## config.mk

```make
export PLATFORM = sky130hd
export DESIGN_NAME = ise_ctrl
export DESIGN_NICKNAME = d
export VERILOG_FILES = /design/src/hw/rtl/integer_sort_engine_assert.svh /design/src/hw/rtl/ise_pkg.sv /design/src/hw/rtl/ise_ctrl.sv
export SDC_FILE = /design/constraint.sdc
export NUM_CORES = 1
export LEC_CHECK = 0
export BUFFER_PORTS_ARGS = -buffer_cell sky130_fd_sc_hd__clkbuf_2
export CORE_AREA = 2 2 39 41
export DETAILED_ROUTE_END_ITERATION = 8
export DIE_AREA = 0 0 41 43
export SLEW_MARGIN = 25
export SYNTH_ARGS = -nofsm -noshare
export SYNTH_HDL_FRONTEND = slang
export SYNTH_SLANG_ARGS = --single-unit
```

## constraint.sdc

```tcl
create_clock -name clock -period 1.1 [get_ports clock]
set_input_delay 0.22 -clock clock [delete_from_list [all_inputs] [get_ports clock]]
set_output_delay 0.22 -clock clock [all_outputs]
set_load 0.01 [all_outputs]
```

## src/hw/rtl/integer_sort_engine_assert.svh

```systemverilog
// Assertion macros for the integer sort engine.
`ifndef INTEGER_SORT_ENGINE_ASSERT_SVH
`define INTEGER_SORT_ENGINE_ASSERT_SVH

`ifndef NO_ASSERTIONS

// Clocked check, off while reset is high.
`define ISE_ASSERT(lbl, clk, rst, prop, msg) \
   lbl: assert property (@(posedge clk) disable iff (rst) prop) else $error(msg);

// Clocked check that also holds during reset.
`define ISE_ASSERT_ALWAYS(lbl, clk, prop, msg) \
   lbl: assert property (@(posedge clk) prop) else $error(msg);

`else

`define ISE_ASSERT(lbl, clk, rst, prop, msg)
`define ISE_ASSERT_ALWAYS(lbl, clk, prop, msg)

`endif

`endif

```

## src/hw/rtl/ise_pkg.sv

```systemverilog
// Shared types and constants of the integer sort engine.
package ise_pkg;

   localparam int ValueWidth       = 32;
   localparam int MaxElementsDflt  = 64;

   // Controller states, one-hot.
   typedef enum logic [1:0] {
      ST_LOAD  = 2'b01,
      ST_DRAIN = 2'b10
   } ise_state_type;

   // Commands from controller to datapath.
   typedef struct packed {
      logic insert;      // place the arriving element into the cell row
      logic drop;        // row full: discard the arriving element
      logic close;       // arriving element closes the batch
      logic drain_out;   // load output register from the head cell and shift
      logic drain_skip;  // shift toward the head without output (descending pad)
      logic desc;        // drain direction of the current batch
   } ise_cmd_type;

   // Status from datapath to controller.
   typedef struct packed {
      logic full;        // every cell holds an element
      logic last;        // one element remains
      logic head_ready;  // head cell holds an element of the batch
   } ise_status_type;

endpackage

```

## src/hw/rtl/ise_ctrl.sv

```systemverilog
// Controller: load and drain state machine, direction register and result valid.
module ise_ctrl (
   input  logic                    clock,
   input  logic                    reset,
   input  logic                    req_valid,
   output logic                    req_stall,
   input  logic                    req_batch_end,
   output logic                    rsp_valid,
   input  logic                    rsp_stall,
   input  logic                    csr_write_enable,
   input  logic                    csr_write_data,
   output ise_pkg::ise_cmd_type    cmd,
   input  ise_pkg::ise_status_type status
);
   import ise_pkg::*;

   ise_state_type state_ff, state_in;
   logic          csr_desc_ff, csr_desc_in;
   logic          dir_ff, dir_in;
   logic          rsp_valid_ff, rsp_valid_in;
   logic          accept;
   logic          slot_free;

   assign req_stall = (state_ff != ST_LOAD);
   assign accept    = req_valid && !req_stall;
   assign slot_free = !rsp_valid_ff || !rsp_stall;

   // Write the CSR direction register; sample it into the batch direction when the batch closes
   always_comb begin
      csr_desc_in = csr_write_enable ? csr_write_data : csr_desc_ff;
      dir_in      = (accept && req_batch_end) ? csr_desc_ff : dir_ff;
   end

   // Decode datapath commands from state and handshakes
   always_comb begin
      cmd            = '0;
      cmd.desc       = dir_ff;
      cmd.insert     = accept && !status.full;
      cmd.drop       = accept && status.full;
      cmd.close      = accept && req_batch_end;
      if (state_ff == ST_DRAIN) begin
         cmd.drain_out  = status.head_ready && slot_free;
         cmd.drain_skip = !status.head_ready;
      end
   end

   // Advance between loading and draining
   always_comb begin
      state_in = state_ff;
      case (state_ff)
         ST_LOAD: begin
            if (cmd.close) begin
               state_in = ST_DRAIN;
            end
         end
         ST_DRAIN: begin
            if (cmd.drain_out && status.last) begin
               state_in = ST_LOAD;
            end
         end
         default: begin
            state_in = ST_LOAD;
         end
      endcase
   end

   // Keep the result valid until the receiver takes it
   always_comb begin
      if (cmd.drain_out) begin
         rsp_valid_in = 1'b1;
      end else if (!rsp_stall) begin
         rsp_valid_in = 1'b0;
      end else begin
         rsp_valid_in = rsp_valid_ff;
      end
   end

   always_ff @(posedge clock) begin
      if (reset) begin
         state_ff     <= ST_LOAD;
         csr_desc_ff  <= 1'b0;
         dir_ff       <= 1'b0;
         rsp_valid_ff <= 1'b0;
      end else begin
         state_ff     <= state_in;
         csr_desc_ff  <= csr_desc_in;
         dir_ff       <= dir_in;
         rsp_valid_ff <= rsp_valid_in;
      end
   end

   assign rsp_valid = rsp_valid_ff;

endmodule
```

==> metrics.md <==
| Metric | Value |
|---|---|
| Hold endpoint | `state_ff[1]` |
| CP Data Required Time | `just under 0.9 ns` |
| Clock Sink Count | `5` |
| Internal power | `0.000364 W` |
| Ys Warns | `0` |
| Hold_sp | `reset` |
| Clock share of power | `44.2%` |
| Min Clock Period, post-route | `1.21 ns` |
| CP bufs+invs | `1` |
| DP Cell Count | `58` |
| Initial antenna violation count | `0` |
| Final wirelength | `approximately 510 um` |
| Die area | `1760 sq um` |
| Critical path class | `register to output port` |
| Io pins | `18` |
| Switching share of total power | `22.3%` |
| VDD IR max | `between 400 and 500 uV` |
| EDFF count, synth | `0` |
| Worst hold-check path type | `input pin to register` |
| GRT Residual Overflow | `0` |
| Switching pwr | `0.000105 W` |
| DR pass1 iterations | `4` |
| Final cell count without fillers | `between 60 and 70` |
| Final Hold Viols | `0` |
| Total power draw | `0.000469 W` |
| Routed vias/inst | `roughly 4` |
| CTS Buf Count | `3` |
| CP Max Fanout | `4` |
| Setup TNS | `-0.399 ns` |
| Most common cell in the netlist | `dfxtp_1` |
| H-tree Lvls | `1` |
| Asr flop ratio synth | `0%` |
| Logic pwr share | `between 10% and 20%` |
| Post-Place Worst Slack | `0.0577 ns` |
| Std cell rows | `14` |
| GRT Util Overall | `slightly above 7%` |
| Pwr/cell area | `around 1200 nW/um^2` |
| CTS Hold Buffers Added | `0` |
| Rel. slew slack | `91.4%` |
| Worst Reg2Reg Path Length in Cells | `5` |
| Crit. path cell count | `3` |
| Cell accounting for the most synthesized area | `dfxtp_1` |
| Crit Reg-Reg Endpoint | `dir_ff` |
| Worst-Margin Slew | `roughly 0.13 ns` |
| Crit path cell chain | `nand3b_1 -> a21oi_1 -> buf_2` |
| Area Growth Syn to Fin | `64.3%` |
| DPL Wire Length | `419 um` |
| Most frequently used flop master after synthesis | `dfxtp_1` |
| Share of layout cells above drive strength 1 | `53.1%` |
| DRC viols | `0` |
| Post-Syn Area | `231 sq um` |
| Fmax | `roughly 830 MHz` |
| First-pass GRT wire length | `793 um` |
| CTS root buf | `clkbuf_4` |
| Setup crit end kind | `output port` |
| Via count | `around 260` |
| Static leakage | `approximately 0.22 nW` |
| Clk Latency, worst-skew pair | `between 0.2 and 0.25 ns` |
| RSZ-0062 raised after global routing | `yes` |
| Critical-path top delay cell | `dfxtp_2` |
| Seq pwr share | `41.5%` |
| Skew final | `0.00193 ns` |
| Post-Syn Nets | `37` |
| Hold Path Stages | `2` |
| FF+latch count, synth | `5` |
| Longest Clk Path Bufs | `2` |
| Synth unique cells | `14` |
| Slew Limit Fails | `0` |
| Clock-pin slew on the worst setup and hold paths | `0.04 ns` |
| Syn avg cell area | `8.57 sq um` |
| PortBufs | `17` |
| Die height | `43 um` |
| Reg2Reg Setup Slack | `0 ns` |
| Multi-input logic area | `116 sq um` |
| ANT cells | `0` |
| Largest net degree at the start of global routing | `6` |
| Final worst setup slack | `-0.108 ns` |
| CP delay by family, top | `flip-flops` |
| CP startpoint kind | `register` |
| Final nets | `60` |
| Number of max-cap violations | `0` |
| Routed wire length per instance | `7.85 um` |
| Gate Count Post-Synth | `27` |
| Result of the run | `finished with violations` |
| Crit path DAT | `roughly 0.99 ns` |
| Setup Viol. Count Final | `6` |
| Fin crit share | `110%` |
| Sequential fraction of the synthesis area | `roughly 43%` |
| Die X | `41 um` |
| Filler instances | `166` |
| Antenna-violating nets left | `0` |
| Starting density of the core | `around 17%` |
| Core ar. | `1380 sq um` |
| Synth top cells by count | `dfxtp_1 (5), nor2_1 (4), a21oi_1 (3)` |
| Max incr delay on CP | `0.32 ns` |
| Initial drt markers | `1` |
| FF/Latch Area | `a little over 100 sq um` |
| Placer Congestion | `0.622` |
| Synth top area cells | `dfxtp_1 (43%), mux2i_1 (8.6%), a21oi_1 (6.5%)` |
| Synth top area share | `43.2%` |
| Vias in the first global route | `232` |
| Failing checks | `negative setup slack` |
| CTS tree | `done` |
| FF-to-FF Start | `state_ff[1]` |
-- layout by cell type (no fill, tap or decap) --
cell      instances
inv_1             2
dfxtp_1           3
dfxtp_2           2
a31o_1            1
buf_4             3
clkbuf_1          1
nand4b_1          1
buf_2             4
clkbuf_4          3
nand2b_1          1
and3_1            1
a21oi_1           3
nand2_1           2
mux2i_1           2
nor2b_4           1
nand3b_1          1
a21o_1            1
nor2_1            4
clkbuf_2         13
-- flip-flops by register name, summed over array words and instances, names as in the netlist --
signal / cells
dir_ff: 1
rsp_valid: 1
state_ff: 2
csr_desc_ff: 1
-- cell families (layout without fill, tap and decap cells) --
group           count (synthesis)  in the layout  synth area share (%)
mux                             2              2                  8.65
compound gates                  5              5                  13.5
flops                           5              5                  43.2
buf+inv                         4             26                  9.73
simple gates                   11             11                  24.9
-- timing repair --
| action | in CTS | in global routing |
|---|---|---|
| gates resized for setup | 4 | 4 |
| pin swaps | 1 | 0 |
| gates cloned | 0 | 0 |
| endpoints found under the setup margin | 6 | 6 |
| setup buffers | 2 | 1 |
-- per-layer routing --
layer / GRT usage (%) / up-vias / share of wire, %
li1: - / 136 / -
met1: 5.84 / 118 / 38
met2: 11.9 / 7 / 54
met3: 3.14 / 0 / 7.6
met4: 6.00 / 0 / 0
met5: 0 / - / 0
-- layout make-up --
cell class / instances / share of cell area, %
Inverter: 2 / 1.97
Sequential cell: 5 / 27.0
Tap cell: 16 / 5.26
Clock buffer: 4 / 6.91
Multi-Input combinational cell: 18 / 30.6
Timing Repair Buffer: 20 / 28.3
-- metrics by stage --
| stage | area [sq um] | hold WS (ns) | utilization (%) |
|---|---|---|---|
| 2_1_floorplan | 231 | 0.289 | - |
| 3_3_place_gp | 322 | 0.451 | 23.2 |
| 3_5_place_dp | 322 | 0.469 | 23.2 |
| 4_1_cts | 373 | 0.204 | 26.9 |
| 5_1_grt | 380 | 0.229 | 27.5 |
| 6_report | 380 | 0.202 | 27.5 |
-- worst max path at each step --
stage,from,to
after CTS,state_ff[0],cmd[2]
final,state_ff[0],cmd[2]
after global placement,state_ff[1],cmd[3]
after detailed placement,state_ff[0],cmd[4]
after global routing,state_ff[0],cmd[2]
after floorplan,rsp_valid,state_ff[0]
-- power by group through the flow --
stage          Sequential [W]  Combinational (W)  Clock [W]
2_1_floorplan        0.000195          0.0000281          0
3_3_place_gp         0.000196          0.0000585          0
3_5_place_dp         0.000196          0.0000594          0
4_1_cts              0.000194          0.0000655   0.000219
5_1_grt              0.000195          0.0000747   0.000229
6_report             0.000195          0.0000670   0.000207
Power figures use the tool's default switching activity.
